File: config.mk
export PLATFORM = sky130hd
export DESIGN_NAME = jltf_mul
export DESIGN_NICKNAME = d
export VERILOG_FILES = /design/src/jltf_pkg.sv /design/src/jltf_mul.sv
export SDC_FILE = /design/constraint.sdc
export NUM_CORES = 2
export LEC_CHECK = 0
export BUFFER_PORTS_ARGS = -buffer_cell sky130_fd_sc_hd__buf_2
export CORE_UTILIZATION = 50
export CTS_BUF_LIST = sky130_fd_sc_hd__clkbuf_8
export CTS_CLUSTER_SIZE = 8
export DETAILED_ROUTE_END_ITERATION = 8
export PLACE_DENSITY = 0.67
export SYNTH_ARGS = -nofsm -noshare
export SYNTH_HDL_FRONTEND = slang
export SYNTH_SLANG_ARGS = --single-unit
File: constraint.sdc
create_clock -name clk -period 19.53 [get_ports clk]
set_input_delay 2.9295 -clock clk [delete_from_list [all_inputs] [get_ports clk]]
set_output_delay 2.9295 -clock clk [all_outputs]
set_load 0.1 [all_outputs]
File: src/jltf_pkg.sv
// Shared types, codes and constants of the jerk-limited joint trajectory filter.
package jltf_pkg;

  localparam int JOINT_W    = 3;
  localparam int POS_W      = 32;
  localparam int DT_W       = 24;
  localparam int GAIN_W     = 26;
  localparam int LIM_W      = 31;
  localparam int CFG_ADDR_W = 3;
  localparam int CFG_DATA_W = 32;
  localparam int MUL_A_W    = 33;
  localparam int MUL_B_W    = 27;
  localparam int PROD_W     = 60;

  typedef enum logic [1:0] {
    CMD_LOAD   = 2'd0,
    CMD_STREAM = 2'd1,
    CMD_STOP   = 2'd2
  } cmd_t;

  localparam logic [CFG_ADDR_W-1:0] REG_POS_GAIN   = 3'd0;
  localparam logic [CFG_ADDR_W-1:0] REG_VEL_GAIN   = 3'd1;
  localparam logic [CFG_ADDR_W-1:0] REG_VEL_LIMIT  = 3'd2;
  localparam logic [CFG_ADDR_W-1:0] REG_ACC_LIMIT  = 3'd3;
  localparam logic [CFG_ADDR_W-1:0] REG_JERK_LIMIT = 3'd4;
  localparam logic [CFG_ADDR_W-1:0] REG_VEL_QUIET  = 3'd5;
  localparam logic [CFG_ADDR_W-1:0] REG_ACC_QUIET  = 3'd6;

  localparam logic [GAIN_W-1:0] RST_POS_GAIN   = 26'd2359296;
  localparam logic [GAIN_W-1:0] RST_VEL_GAIN   = 26'd786432;
  localparam logic [LIM_W-1:0]  RST_VEL_LIMIT  = 31'd25165824;
  localparam logic [LIM_W-1:0]  RST_ACC_LIMIT  = 31'd100663296;
  localparam logic [LIM_W-1:0]  RST_JERK_LIMIT = 31'd838860800;
  localparam logic [LIM_W-1:0]  RST_VEL_QUIET  = 31'd1678;
  localparam logic [LIM_W-1:0]  RST_ACC_QUIET  = 31'd16777;

  localparam logic [DT_W-1:0] DT_FLOOR = 24'd17;

  typedef enum logic [3:0] {
    ST_IDLE,
    ST_FETCH,
    ST_MUL_P,
    ST_MUL_D,
    ST_MUL_J,
    ST_CLAMP,
    ST_DIFF,
    ST_ACC,
    ST_MUL_A,
    ST_VEL,
    ST_QUIET,
    ST_MUL_V,
    ST_POS,
    ST_WB
  } state_t;

  typedef enum logic [2:0] {
    MOP_NONE,
    MOP_ERR_KP,
    MOP_VEL_KV,
    MOP_JERK_DT,
    MOP_ACC_DT,
    MOP_VEL_DT
  } mop_t;

  typedef struct packed {
    logic [GAIN_W-1:0] pos_gain;
    logic [GAIN_W-1:0] vel_gain;
    logic [LIM_W-1:0]  vel_limit;
    logic [LIM_W-1:0]  acc_limit;
    logic [LIM_W-1:0]  jerk_limit;
    logic [LIM_W-1:0]  vel_quiet;
    logic [LIM_W-1:0]  acc_quiet;
  } cfg_t;

  typedef struct packed {
    logic in_ready;
    logic fetch;
    mop_t mop;
    logic sum_load;
    logic sum_sub;
    logic des_en;
    logic diff_en;
    logic acc_en;
    logic vel_en;
    logic quiet_en;
    logic pos_en;
    logic wb;
  } ctl_t;

  typedef struct packed {
    cmd_t cmd;
    logic joint_ok;
    logic out_free;
  } sts_t;

endpackage

File: src/jltf_mul.sv
// Shared signed multiplier with a registered product.
module jltf_mul (
  input  logic                                   clk,
  input  logic signed [jltf_pkg::MUL_A_W-1:0]    mul_a,
  input  logic signed [jltf_pkg::MUL_B_W-1:0]    mul_b,
  output logic signed [jltf_pkg::PROD_W-1:0]     prod_r
);
  import jltf_pkg::*;

  logic signed [PROD_W-1:0] prod_nxt;

  assign prod_nxt = mul_a * mul_b;

  always_ff @(posedge clk) begin
    prod_r <= prod_nxt;
  end

endmodule

==> flow_summary.toml <==
[status]
outcome = "complete, no violations"

[timing]
tns_ns = 0
rsz0062_at_grt = "no"
slew_headroom_pct = 25.15
setup_viol = 0
post-route-period-util_pct = 54.02
worst_pin_slew_ns = 1.116
fin_ws_ns = 8.981
max_clock_freq_mhz = 94.79
layout_min_cycle_time_ns = 10.55
hold_viol = 0
slew_viol_final = 0
whs_ns = 3.215

[route]
vias_per_cell = 5.316
route.detailed.drc = 0
ant_nets = 0
first_pass_iters = 5
wl_per_cell_um = 19.77
num_vias = 23420
drt_iter0_drc = 1232
wirelength_um = 87090

[place]
place_ws_ns = 8.709
portBuffers = 120
hpwl_um = 69960
place_area_mm2 = 0.03381
gp_congestion = 0.9325

[floorplan]
core.rowCount = 93
ioPinCount = 121
fp.dieH_um = 257.9
fp.dieW_um = 257.9
core_mm2 = 0.06458
die_area_mm2 = 0.06650
start_util_pct = 50.69

[synth]
syn_area_mm2 = 0.03274
yosys.area.top_type = "fa_1"
syn_avg_cell_area_um2 = 9.157
synth_cell_types = 62
synth_ff_type = "dfxtp_1"
ys.warnings.count = 0
syn_nets = 4717
ys_top_cells_by_count = "961 x inv_1, 911 x fa_1, 515 x nand2_1"
synth_edf_count = 0
synth.most_common_cell = "inv_1"
synthCells = 3575
netlist_top_cells_area = "fa_1 56%, inv_1 11%, and2_1 7.4%, ha_1 6.5%, nand2_1 5.9%"
ys_async_sr_fraction_pct = 0
synth_top_area_share_pct = 55.71
ys_seq_area_share_pct = 3.669
synth_seq_cells = 60

[clock_network]
post_cts_buffers = 0
cts_buffers = 9
clockRootBuffer = "clkbuf_8"
clock_path_buffers = 2
cts_max_level = 3
cts_num_sinks = 60
path_clk_slew_ns = 0.09
cts-hold-fix-buffers = 0
cts_tree = "built"
cts.repair.resized = 0

[layout]
biggestRegsByFlops = "prod_r (60)"
nets = 4684
syn_to_final_growth_pct = 4.025
design_area_mm2 = 0.03405
multi_input_area_mm2 = 0.02726
drive_gt1_share_pct = 4.342
largest-register = "prod_r"
register_area_mm2 = 0.001201
largest_register_ffs = 60
fillers = 5988

[grt]
grt_pass1_vias = 25670
track_usage_pct = 27.49
grt_pass1_wl_um = 139500
grt_max_degree = 34
antenna_found_initial = 4
globalRouteOverflowTotal = 0

[worst_setup_path]
end_kind = "flop"
cp-start-kind = "input port"
crit_type = "in -> reg"
crit_required_ns = 19.76
cp-startpoint = "mul_b[1]"
crit_arrival_ns = 10.78
path_max_fanout = 33

[run]
drv_cap = 0

[min_path]
hold_start = "mul_b[0]"
hp-class = "in -> reg"
path summary, 6_finish.rpt:
kind	end	slack (ns)	cells after the start
hold / removal	prod_r[0]$_DFF_P_	3.21	2
setup / recovery	prod_r[58]$_DFF_P_	8.98	22
layer usage:
metal | GRT usage, % | up-vias | routed length (um)
li1 | - | 10080 | -
met1 | 32.82 | 12300 | 31870
met2 | 49.32 | 810 | 45940
met3 | 2.886 | 236 | 4238
met4 | 13.69 | 0 | 5033
met5 | 0 | - | 0
logic make-up (layout without fill, tap and decap cells):
group,after synthesis,count (layout),share of synthesized area [%]
other cells,0,4,0
fa+ha+maj,1081,1081,62.21
flops,60,60,3.669
compound gates,198,198,3.956
simple gates,1039,1039,15.44
mux,2,2,0.06116
buf+inv,1135,1107,13.06
xor+xnor,60,60,1.605
area by class of cell:
class	instances	area share (%)
Inverter	962	10.60
Antenna cell	4	0.02939
Tap cell	855	3.142
Timing Repair Buffer	129	1.962
Clock buffer	10	0.4042
Multi-Input combinational cell	2380	80.05
Clock inverter	6	0.2792
Sequential cell	60	3.527
critical path, cell delays in order:
cell	delay, ns
buf_2	0.50
nand2_1	0.19
inv_1	0.13
fa_1	0.54
fa_1	0.66
fa_1	0.60
ha_1	0.48
inv_1	0.45
fa_1	0.62
inv_1	0.06
fa_1	0.53
inv_1	0.05
fa_1	0.47
inv_1	0.04
ha_1	0.37
nand2_1	0.18
nor2_1	0.31
nand4b_1	0.23
a2111oi_2	0.61
nor2_1	0.16
a2111oi_0	0.52
a21oi_1	0.12
layout by cell type, fill, tap and decap left out, types with 4 or more instances in the layout:
master	n
nand4_1	12
o21ai_0	31
fa_1	911
o21a_1	6
buf_4	9
a2111oi_0	6
nor2_1	58
o21ai_1	7
nand2_1	515
a31oi_1	5
a21oi_1	64
a211oi_1	10
inv_1	961
diode_2	4
and3_1	6
o211ai_1	4
dfxtp_1	60
nand3_1	14
a21o_1	26
clkbuf_8	10
ha_1	170
xor2_1	16
nor4_1	4
o21bai_1	15
nand2b_1	11
nor3_1	14
and2_1	388
xnor2_1	44
nor2b_1	6
buf_2	120
stage by stage:
| step | util [%] | cells |
|---|---|---|
| after floorplan | - | 3575 |
| after global placement | 52.35 | 4386 |
| after detailed placement | 52.35 | 4386 |
| after CTS | 52.71 | 4402 |
| after global routing | 52.73 | 4406 |
| final | 52.73 | 4406 |
Power is not shown: default switching activity piles up to over one toggle a cycle in this logic, so the estimate is an artifact.
