**src/jltf_pkg.sv**
```systemverilog
// Shared types, codes and constants of the jerk-limited joint trajectory filter.
package jltf_pkg;

  localparam int JOINT_W    = 3;
  localparam int POS_W      = 32;
  localparam int DT_W       = 24;
  localparam int GAIN_W     = 26;
  localparam int LIM_W      = 31;
  localparam int CFG_ADDR_W = 3;
  localparam int CFG_DATA_W = 32;
  localparam int MUL_A_W    = 33;
  localparam int MUL_B_W    = 27;
  localparam int PROD_W     = 60;

  typedef enum logic [1:0] {
    CMD_LOAD   = 2'd0,
    CMD_STREAM = 2'd1,
    CMD_STOP   = 2'd2
  } cmd_t;

  localparam logic [CFG_ADDR_W-1:0] REG_POS_GAIN   = 3'd0;
  localparam logic [CFG_ADDR_W-1:0] REG_VEL_GAIN   = 3'd1;
  localparam logic [CFG_ADDR_W-1:0] REG_VEL_LIMIT  = 3'd2;
  localparam logic [CFG_ADDR_W-1:0] REG_ACC_LIMIT  = 3'd3;
  localparam logic [CFG_ADDR_W-1:0] REG_JERK_LIMIT = 3'd4;
  localparam logic [CFG_ADDR_W-1:0] REG_VEL_QUIET  = 3'd5;
  localparam logic [CFG_ADDR_W-1:0] REG_ACC_QUIET  = 3'd6;

  localparam logic [GAIN_W-1:0] RST_POS_GAIN   = 26'd2359296;
  localparam logic [GAIN_W-1:0] RST_VEL_GAIN   = 26'd786432;
  localparam logic [LIM_W-1:0]  RST_VEL_LIMIT  = 31'd25165824;
  localparam logic [LIM_W-1:0]  RST_ACC_LIMIT  = 31'd100663296;
  localparam logic [LIM_W-1:0]  RST_JERK_LIMIT = 31'd838860800;
  localparam logic [LIM_W-1:0]  RST_VEL_QUIET  = 31'd1678;
  localparam logic [LIM_W-1:0]  RST_ACC_QUIET  = 31'd16777;

  localparam logic [DT_W-1:0] DT_FLOOR = 24'd17;

  typedef enum logic [3:0] {
    ST_IDLE,
    ST_FETCH,
    ST_MUL_P,
    ST_MUL_D,
    ST_MUL_J,
    ST_CLAMP,
    ST_DIFF,
    ST_ACC,
    ST_MUL_A,
    ST_VEL,
    ST_QUIET,
    ST_MUL_V,
    ST_POS,
    ST_WB
  } state_t;

  typedef enum logic [2:0] {
    MOP_NONE,
    MOP_ERR_KP,
    MOP_VEL_KV,
    MOP_JERK_DT,
    MOP_ACC_DT,
    MOP_VEL_DT
  } mop_t;

  typedef struct packed {
    logic [GAIN_W-1:0] pos_gain;
    logic [GAIN_W-1:0] vel_gain;
    logic [LIM_W-1:0]  vel_limit;
    logic [LIM_W-1:0]  acc_limit;
    logic [LIM_W-1:0]  jerk_limit;
    logic [LIM_W-1:0]  vel_quiet;
    logic [LIM_W-1:0]  acc_quiet;
  } cfg_t;

  typedef struct packed {
    logic in_ready;
    logic fetch;
    mop_t mop;
    logic sum_load;
    logic sum_sub;
    logic des_en;
    logic diff_en;
    logic acc_en;
    logic vel_en;
    logic quiet_en;
    logic pos_en;
    logic wb;
  } ctl_t;

  typedef struct packed {
    cmd_t cmd;
    logic joint_ok;
    logic out_free;
  } sts_t;

endpackage

```
**src/jltf_cfg.sv**
```systemverilog
// Configuration register file with its write channel.
module jltf_cfg (
  input  logic                                clk,
  input  logic                                rst_n,
  input  logic                                cfg_valid,
  output logic                                cfg_ready,
  input  logic [jltf_pkg::CFG_ADDR_W-1:0]     cfg_addr,
  input  logic [jltf_pkg::CFG_DATA_W-1:0]     cfg_data,
  output jltf_pkg::cfg_t                      cfg
);
  import jltf_pkg::*;

  cfg_t cfg_r;

  assign cfg_ready = 1'b1;
  assign cfg       = cfg_r;

  always_ff @(posedge clk) begin
    if (!rst_n) begin
      cfg_r.pos_gain   <= RST_POS_GAIN;
      cfg_r.vel_gain   <= RST_VEL_GAIN;
      cfg_r.vel_limit  <= RST_VEL_LIMIT;
      cfg_r.acc_limit  <= RST_ACC_LIMIT;
      cfg_r.jerk_limit <= RST_JERK_LIMIT;
      cfg_r.vel_quiet  <= RST_VEL_QUIET;
      cfg_r.acc_quiet  <= RST_ACC_QUIET;
    end else if (cfg_valid && cfg_ready) begin
      case (cfg_addr)
        REG_POS_GAIN:   cfg_r.pos_gain   <= cfg_data[GAIN_W-1:0];
        REG_VEL_GAIN:   cfg_r.vel_gain   <= cfg_data[GAIN_W-1:0];
        REG_VEL_LIMIT:  cfg_r.vel_limit  <= cfg_data[LIM_W-1:0];
        REG_ACC_LIMIT:  cfg_r.acc_limit  <= cfg_data[LIM_W-1:0];
        REG_JERK_LIMIT: cfg_r.jerk_limit <= cfg_data[LIM_W-1:0];
        REG_VEL_QUIET:  cfg_r.vel_quiet  <= cfg_data[LIM_W-1:0];
        REG_ACC_QUIET:  cfg_r.acc_quiet  <= cfg_data[LIM_W-1:0];
        default: begin
        end
      endcase
    end
  end

endmodule

```
**config.mk**
```make
export PLATFORM = sky130hd
export DESIGN_NAME = jltf_cfg
export DESIGN_NICKNAME = d
export VERILOG_FILES = /design/src/jltf_pkg.sv /design/src/jltf_cfg.sv
export SDC_FILE = /design/constraint.sdc
export NUM_CORES = 1
export LEC_CHECK = 0
export ABC_AREA = 0
export BUFFER_PORTS_ARGS = -buffer_cell sky130_fd_sc_hd__buf_2
export CAP_MARGIN = 20
export CORE_MARGIN = 5
export CORE_UTILIZATION = 30
export DETAILED_ROUTE_END_ITERATION = 10
export HOLD_SLACK_MARGIN = 0.03
export PLACE_DENSITY_LB_ADDON = 0.05
export RECOVER_POWER = 25
export SYNTH_ARGS = -nofsm -noshare
export SYNTH_HDL_FRONTEND = slang
export SYNTH_SLANG_ARGS = --single-unit
```
**constraint.sdc**
```tcl
create_clock -name clk -period 1.1 [get_ports clk]
set_input_delay 0.11 -clock clk [delete_from_list [all_inputs] [get_ports clk]]
set_output_delay 0.11 -clock clk [all_outputs]
set_load 0.02 [all_outputs]
```
==> results.yml <==
place:
  port_buffers: 243
  postPlaceCellArea_mm2: 0.009759
  place_congestion: 0.7025
  dp_cells: 1311
  dp.final_hpwl_um: 17730
  dp_worst_setup_slack_ps: -146.5
die:
  dieArea_mm2: 0.02915
  placementRows: 58
  die_width_um: 170.7
  design.portCount: 246
  initial_core_util: 0.3060
  core_mm2: 0.02533
  dieHeight_um: 170.7
power:
  power_density_mw_per_mm2: 1401
  p_leak_nw: 6.037
  ir_drop_v: 0.0009527
route:
  first_pass_iters: 4
  drtAntennaViolNets: 0
  wl_um: 25390
  viasPerCell: 4.382
  drc: 0
  drt-initial-drc-count: 258
  vias: 6231
  drt-wirelength-per-cell_um: 17.86
timing:
  tightestPinTransition_ps: 763.5
  finalCritPeriodShare: 1.000
  setup_viol: 1
  period_needed_ps: 1101
  finalWorstSetupSlack_ps: -0.5049
  fin_skew_ps: 0
  drv_slew: 0
  rsz0062_at_grt: "yes"
  clock.fmax_mhz: 908.7
  finalHoldViolations: 0
  timing.slew.headroom: 0.4910
run_status:
  violations: "setup timing"
  status: "finished, violations left"
yosys:
  ys_ff_latch: 207
  ys.warnings.count: 0
  syn-cell-area_mm2: 0.007751
  syn_inst: 741
  avgSynthCellArea_um2: 10.46
  yosysSeqAreaShare: 0.5346
  synthesis.nets: 779
  ys_types: 18
worst_setup_path:
  rrSetupSlack_ps: 390
  end_kind: "output port"
  cp_top_family: "flip-flops"
  cp_slowest_cell: "dfxtp_2"
  reg2regPathDepth: 3
  worst_path_largest_cell_delay_ps: 360
  r2r_end: "cfg[0]"
  worst-path-buf-inv: 1
  path_cells: "buf_6"
  worstSetupStartpointType: "flip-flop"
  cp_num_cells: 1
  worstReg2RegStart: "cfg[0]"
  cp-startpoint: "cfg[138]"
  critPathMaxFanout: 2
  crit_type: "reg -> out"
  required_ps: 990
  arrival_ps: 990
  endpoint: "cfg[138]"
finish:
  area.growth.synth_to_final_pct: 61.90
  layout-drive-gt1-share: 0.5325
  largest_reg_flops: 207
  final_cell_mix: "215 x nand2_1, 208 x buf_6, 207 x mux2i_1, 207 x dfxtp_2, 65 x buf_4"
  fin_nets: 1111
  final_cells: 1422
  layout_commonest_cell: "nand2_1"
  finalInstanceArea_mm2: 0.01255
cts:
  clock_path_buffers: 3
  cts_buffers: 24
  h-tree-depth: 1
  clkLatencyLatePin_ps: 510
  cts_tree: "yes"
  cts_root_buffer: "clkbuf_16"
  clock-sinks: 207
  clk_pin_slew_ps: 60
min_path:
  hold_class: "in -> reg"
run:
  maxCapViolCount: 0
global_routing:
  grt_usage: 0.1677
  grt_pass1_vias: 6356
  grt_pass1_wl_um: 38520
  grt_max_degree: 41
  overflow: 0
  antenna_found_initial: 2
layout make-up:
cell class | instances | area, um2
clock buffers | 37 | 750.7
well taps | 330 | 412.9
diodes | 1 | 2.502
fillers | 2375 | 12780
flip-flops and latches | 207 | 4403
multi-input cells | 477 | 3283
clock inverters | 7 | 62.56
repair buffers | 363 | 3635
worst min path at each step:
stage / start / end / slack (ps) / cells past startpoint
6_report: cfg_data[5] / cfg[98] / 50 / 3
5_1_grt: rst_n / cfg[186] / 60 / 4
4_1_cts: rst_n / cfg[87] / 30 / 3
3_5_place_dp: cfg_data[24] / cfg[148] / 400 / 3
3_3_place_gp: cfg_data[19] / cfg[174] / 390 / 3
2_1_floorplan: cfg_data[21] / cfg[202] / 280 / 2
Yosys cell counts (all sizes together):
cell type,instances,area share
nand2,216,0.10
dfxtp,207,0.53
mux2i,207,0.27
nor2b,40,0.032
buf,33,0.029
clkbuf,24,0.012
and4b,3,0.0039
and4bb,3,0.0048
nand4b,3,0.0034
nand4bb,2,0.0029
conb,1,0.00048
nor4b,1,0.0031
or4b,1,0.0018
worst min-delay path: stages:
cell,delay (ps)
buf_2,70
nand2_1,170
mux2i_1,170
power breakdown:
part	internal, mW	switching (mW)	total, mW
combinational	0.800	0.860	1.66
clock	4.92	3.18	8.09
sequential	7.70	0.127	7.82
repair_timing:
action,CTS,global route
setup endpoints to repair,207,224
endpoints found under the hold margin,57,14
setup buffers,6,33
hold buffers,26,2
resized for setup,621,2
per-layer routing:
metal / global-route usage / share of wire / vias up
li1: - / - / 3113
met4: 0.03924 / 0.016 / 2
met1: 0.2143 / 0.44 / 2914
met2: 0.2767 / 0.46 / 177
met3: 0.05476 / 0.082 / 25
met5: 0 / 0.00043 / -
cell families after synthesis:
group                  synth area share
buffers and inverters           0.04084
DFF                              0.5346
muxes                            0.2673
other                         0.0004838
and+or+nand+nor                  0.1567
metrics by stage:
stage / hold slack [ps] / util / setup TNS [ps] / power [mW]
final: 50.22 / 0.4955 / -0.5049 / 17.58
after global routing: 63.71 / 0.4955 / -2050 / 18.31
after CTS: 31.80 / 0.4909 / -653.8 / 17.87
after detailed placement: 395.8 / 0.3853 / -13520 / 9.325
after global placement: 387.3 / 0.3853 / -11070 / 9.328
after floorplan: 276.4 / - / -349.6 / 8.677
(Power assumes the default switching activity.)
