[src/jltf_pkg.sv]
// Shared types, codes and constants of the jerk-limited joint trajectory filter.
package jltf_pkg;

  localparam int JOINT_W    = 3;
  localparam int POS_W      = 32;
  localparam int DT_W       = 24;
  localparam int GAIN_W     = 26;
  localparam int LIM_W      = 31;
  localparam int CFG_ADDR_W = 3;
  localparam int CFG_DATA_W = 32;
  localparam int MUL_A_W    = 33;
  localparam int MUL_B_W    = 27;
  localparam int PROD_W     = 60;

  typedef enum logic [1:0] {
    CMD_LOAD   = 2'd0,
    CMD_STREAM = 2'd1,
    CMD_STOP   = 2'd2
  } cmd_t;

  localparam logic [CFG_ADDR_W-1:0] REG_POS_GAIN   = 3'd0;
  localparam logic [CFG_ADDR_W-1:0] REG_VEL_GAIN   = 3'd1;
  localparam logic [CFG_ADDR_W-1:0] REG_VEL_LIMIT  = 3'd2;
  localparam logic [CFG_ADDR_W-1:0] REG_ACC_LIMIT  = 3'd3;
  localparam logic [CFG_ADDR_W-1:0] REG_JERK_LIMIT = 3'd4;
  localparam logic [CFG_ADDR_W-1:0] REG_VEL_QUIET  = 3'd5;
  localparam logic [CFG_ADDR_W-1:0] REG_ACC_QUIET  = 3'd6;

  localparam logic [GAIN_W-1:0] RST_POS_GAIN   = 26'd2359296;
  localparam logic [GAIN_W-1:0] RST_VEL_GAIN   = 26'd786432;
  localparam logic [LIM_W-1:0]  RST_VEL_LIMIT  = 31'd25165824;
  localparam logic [LIM_W-1:0]  RST_ACC_LIMIT  = 31'd100663296;
  localparam logic [LIM_W-1:0]  RST_JERK_LIMIT = 31'd838860800;
  localparam logic [LIM_W-1:0]  RST_VEL_QUIET  = 31'd1678;
  localparam logic [LIM_W-1:0]  RST_ACC_QUIET  = 31'd16777;

  localparam logic [DT_W-1:0] DT_FLOOR = 24'd17;

  typedef enum logic [3:0] {
    ST_IDLE,
    ST_FETCH,
    ST_MUL_P,
    ST_MUL_D,
    ST_MUL_J,
    ST_CLAMP,
    ST_DIFF,
    ST_ACC,
    ST_MUL_A,
    ST_VEL,
    ST_QUIET,
    ST_MUL_V,
    ST_POS,
    ST_WB
  } state_t;

  typedef enum logic [2:0] {
    MOP_NONE,
    MOP_ERR_KP,
    MOP_VEL_KV,
    MOP_JERK_DT,
    MOP_ACC_DT,
    MOP_VEL_DT
  } mop_t;

  typedef struct packed {
    logic [GAIN_W-1:0] pos_gain;
    logic [GAIN_W-1:0] vel_gain;
    logic [LIM_W-1:0]  vel_limit;
    logic [LIM_W-1:0]  acc_limit;
    logic [LIM_W-1:0]  jerk_limit;
    logic [LIM_W-1:0]  vel_quiet;
    logic [LIM_W-1:0]  acc_quiet;
  } cfg_t;

  typedef struct packed {
    logic in_ready;
    logic fetch;
    mop_t mop;
    logic sum_load;
    logic sum_sub;
    logic des_en;
    logic diff_en;
    logic acc_en;
    logic vel_en;
    logic quiet_en;
    logic pos_en;
    logic wb;
  } ctl_t;

  typedef struct packed {
    cmd_t cmd;
    logic joint_ok;
    logic out_free;
  } sts_t;

endpackage

[src/jltf_ctrl.sv]
// Step sequencer that drives the shared multiplier and the datapath.
module jltf_ctrl (
  input  logic           clk,
  input  logic           rst_n,
  input  logic           in_valid,
  input  jltf_pkg::sts_t sts,
  output jltf_pkg::ctl_t ctl
);
  import jltf_pkg::*;

  state_t state_r;
  state_t state_nxt;

  always_ff @(posedge clk) begin
    if (!rst_n) begin
      state_r <= ST_IDLE;
    end else begin
      state_r <= state_nxt;
    end
  end

  always_comb begin
    state_nxt = state_r;
    case (state_r)
      ST_IDLE: begin
        if (in_valid) state_nxt = ST_FETCH;
      end
      ST_FETCH: begin
        // Loads, the unused code and joints out of range need no arithmetic.
        if (sts.joint_ok && (sts.cmd == CMD_STREAM || sts.cmd == CMD_STOP)) begin
          state_nxt = ST_MUL_P;
        end else begin
          state_nxt = ST_WB;
        end
      end
      ST_MUL_P: state_nxt = ST_MUL_D;
      ST_MUL_D: state_nxt = ST_MUL_J;
      ST_MUL_J: state_nxt = ST_CLAMP;
      ST_CLAMP: state_nxt = ST_DIFF;
      ST_DIFF:  state_nxt = ST_ACC;
      ST_ACC:   state_nxt = ST_MUL_A;
      ST_MUL_A: state_nxt = ST_VEL;
      ST_VEL: begin
        if (sts.cmd == CMD_STOP) begin
          state_nxt = ST_QUIET;
        end else begin
          state_nxt = ST_MUL_V;
        end
      end
      ST_QUIET: state_nxt = ST_MUL_V;
      ST_MUL_V: state_nxt = ST_POS;
      ST_POS:   state_nxt = ST_WB;
      ST_WB: begin
        if (sts.out_free) state_nxt = ST_IDLE;
      end
      default:  state_nxt = ST_IDLE;
    endcase
  end

  always_comb begin
    ctl = '0;
    ctl.mop = MOP_NONE;
    case (state_r)
      ST_IDLE:  ctl.in_ready = 1'b1;
      ST_FETCH: ctl.fetch = 1'b1;
      ST_MUL_P: ctl.mop = MOP_ERR_KP;
      ST_MUL_D: begin
        ctl.mop      = MOP_VEL_KV;
        ctl.sum_load = 1'b1;
      end
      ST_MUL_J: begin
        ctl.mop     = MOP_JERK_DT;
        ctl.sum_sub = 1'b1;
      end
      ST_CLAMP: ctl.des_en = 1'b1;
      ST_DIFF:  ctl.diff_en = 1'b1;
      ST_ACC:   ctl.acc_en = 1'b1;
      ST_MUL_A: ctl.mop = MOP_ACC_DT;
      ST_VEL:   ctl.vel_en = 1'b1;
      ST_QUIET: ctl.quiet_en = 1'b1;
      ST_MUL_V: ctl.mop = MOP_VEL_DT;
      ST_POS:   ctl.pos_en = 1'b1;
      ST_WB:    ctl.wb = sts.out_free;
      default: begin
      end
    endcase
  end

endmodule

[config.mk]
export PLATFORM = sky130hd
export DESIGN_NAME = jltf_ctrl
export DESIGN_NICKNAME = d
export VERILOG_FILES = /design/src/jltf_pkg.sv /design/src/jltf_ctrl.sv
export SDC_FILE = /design/constraint.sdc
export NUM_CORES = 1
export LEC_CHECK = 0
export BUFFER_PORTS_ARGS = -buffer_cell sky130_fd_sc_hd__buf_2
export CAP_MARGIN = 20
export CORE_AREA = 8 8 45 47
export CTS_BUF_LIST = sky130_fd_sc_hd__clkbuf_8
export DETAILED_ROUTE_END_ITERATION = 8
export DIE_AREA = 0 0 53 55
export HOLD_SLACK_MARGIN = 0.08
export PLACE_DENSITY = 0.67
export SETUP_SLACK_MARGIN = 0.2
export SYNTH_ARGS = -nofsm -noshare
export SYNTH_HDL_FRONTEND = slang
export SYNTH_SLANG_ARGS = --single-unit
[constraint.sdc]
create_clock -name clk -period 1.3 [get_ports clk]
set_input_delay 0.065 -clock clk [delete_from_list [all_inputs] [get_ports clk]]
set_output_delay 0.065 -clock clk [all_outputs]
set_load 0.05 [all_outputs]
==> flow_metrics.tcl <==
set metrics [dict create \
    synth_cells 56 \
    p_int_uw 1610 \
    rr_endpoint "state_r[0]" \
    yosys-top-cells-area "dfxtp_1, nand2b_1, nor2_1, nor3_1, inv_1" \
    ys_types 28 \
    track_usage_pct 12.8 \
    drt_pass1_iterations 4 \
    final_cell_mix "buf_6, buf_4, nor2_4, buf_2" \
    grt_max_degree 9 \
    clock_latency_ns 0.22 \
    wl_mm 1.69 \
    fmax_ghz 0.704 \
    required_ns 1.24 \
    yosysWarnings 0 \
    mostFrequentLayoutCell "buf_6" \
    vias_per_cell 5.04 \
    largest_registers "state_r x4" \
    globalRouteOverflowTotal 0 \
    fin_nets 106 \
    rsz0062_at_grt "true" \
    finalWeightedCongestion 0.757 \
    initial_core_util_pct 29.5 \
    grt_pass1_vias 638 \
    cp-end-kind "output pin" \
    start_kind "register" \
    cts_tree "done" \
    grt_pass1_wl_mm 2.84 \
    dp.cells 104 \
    pwr-share-clk_pct 8.6 \
    wire_per_inst_um 14.9 \
    violations "negative setup slack" \
    max_slew_margin_pct 78.8 \
    holdBufCountCts 0 \
    hold_path_depth 2 \
    rows 14 \
    cts.path.max_buffers 2 \
    io_buffers 20 \
    yosysTopAreaCellShare_pct 19.6 \
    die_area_um2 2920 \
    path_clk_slew_ns 0.03 \
    hold_viol 0 \
    nFillCells 94 \
    leakage_uw 0.000459 \
    p_sw_uw 1570 \
    min_path_type "primary input to register" \
    power-per-cell-area_nw_per_um2 3040 \
    finClkSkew_ns 0.000434 \
    pwr-share-comb_pct 81.1 \
    drive_above_1_share_pct 76.3 \
    r2r-start "state_r[1]" \
    ys_ff_latch 4 \
    cp_max_fo 7 \
    numCtsBuffers 3 \
    period_needed_ns 1.42 \
    place_hpwl_mm 1.13 \
    largest-register "state_r" \
    synth_ff_type "dfxtp_1" \
    syn_nets 64 \
    largest_reg_flops 4 \
    root_buffer "clkbuf_8" \
    critPathKind "register to output pin" \
    worstMarginPinSlew_ns 0.316 \
    hold_slack_ns 0.142 \
    period_share_pct 109 \
    yosysSeqAreaShare_pct 19.6 \
    sequentialPowerShare_pct 10.3 \
    swShare_pct 49.2 \
    syn-mean-instance-area_um2 7.28 \
    layout_setup_ws_ns -0.120 \
    slew_violations 0 \
    synthArstFlopShare_pct 0 \
    crit_path_end "ctl[12]" \
    final_cells 113 \
    dieWidth_um 53 \
    drtAntennaViolNets 0 \
    cts.htree.levels 1 \
    core_area_um2 1380 \
    drc 0 \
    vias 569 \
    synth_edf_count 0 \
    netlist_area_um2 408 \
    antenna_found_initial 0 \
    startpoint "state_r[1]" \
    cap_viol_max_count 0 \
    r2r_slack_ns -0.10 \
    setup_violations 11 \
    die_h_um 55 \
    antenna_cells 0 \
    synth_top_area_cell "dfxtp_1" \
    cp.arrival_ns 1.35 \
    cts.sinks 4 \
    pin_count 21 \
    reg2reg_depth 4 \
    status "finished with violations" \
    vdd_drop_max_uv 1770 \
    area_growth_pct 157 \
    dr.first_iter.drc_count 14 \
]
[cells in the mapped netlist (2+ instances only)]
cell type	n
buf_2	2
dfxtp_1	4
inv_1	5
nand2_1	4
nand2b_1	5
nand3_1	2
nor2_1	7
nor2b_1	2
nor3_1	4
nor4_1	2
o31a_1	2
[cell families after synthesis]
logic type                 synth area share [%]
AOI/OAI and AO/OA                          24.2
adders and majority gates                  3.07
DFF                                        19.6
and+or+nand+nor                            42.3
buffers and inverters                      10.7
[how the worst min path moves through the flow]
stage	start	end	slack, ns
2_1_floorplan	rst_n	state_r[2]	0.18
5_1_grt	rst_n	state_r[3]	0.15
4_1_cts	rst_n	state_r[2]	0.14
3_3_place_gp	rst_n	state_r[2]	0.35
6_report	rst_n	state_r[2]	0.14
3_5_place_dp	rst_n	state_r[2]	0.36
[per-stage QoR]
| step | area [µm²] | setup WS [ns] | total power, µW | utilization [%] | TNS (ns) |
|---|---|---|---|---|---|
| 6_report | 1050 | -0.120 | 3180 | 75.7 | -0.648 |
| 5_1_grt | 1050 | -0.150 | 3320 | 75.7 | -1.06 |
| 4_1_cts | 1030 | -0.103 | 3080 | 74.1 | -0.651 |
| 3_5_place_dp | 801 | -0.0852 | 2330 | 57.9 | -0.328 |
| 3_3_place_gp | 801 | -0.0481 | 2310 | 57.9 | -0.165 |
| 2_1_floorplan | 586 | -0.121 | 1810 | - | -0.129 |
[critical path: stages, from the launching register on]
cell	delay [ns]
dfxtp_4	0.36
or4b_4	0.55
clkinvlp_4	0.10
buf_8	0.14
[power groups by stage]
stage	Sequential, µW	Clock (µW)	Combinational (µW)
2_1_floorplan	283	0	1530
5_1_grt	330	286	2700
6_report	327	275	2580
4_1_cts	321	275	2480
3_5_place_dp	315	0	2020
3_3_place_gp	306	0	2000
[layout make-up]
type | count | area (µm²) | area share [%]
tap | 16 | 20.0 | 1.91
clock inverter | 1 | 3.75 | 0.358
clock buffer | 3 | 41.3 | 3.94
timing repair buffer | 41 | 399 | 38.1
sequential | 4 | 90.1 | 8.60
inverter | 5 | 22.5 | 2.15
multi-input combinational | 43 | 470 | 44.9
[per-layer routing]
layer | track usage, % | routed length [µm] | vias to the layer above
met5 | 0 | 0 | -
met4 | 6.03 | 0 | 0
met3 | 3.48 | 74 | 0
met2 | 22.1 | 931 | 11
met1 | 14.4 | 683 | 276
li1 | - | - | 282
[what timing repair did]
| action | in CTS | in global routing |
|---|---|---|
| resized for setup | 43 | 4 |
| cloned | 0 | 0 |
| buffers inserted | 5 | 0 |
| setup endpoints to repair | 17 | 18 |
| pin swaps | 13 | 2 |
| hold endpoints to repair | 0 | 0 |
Note: power is estimated with default switching activity, not from simulation.
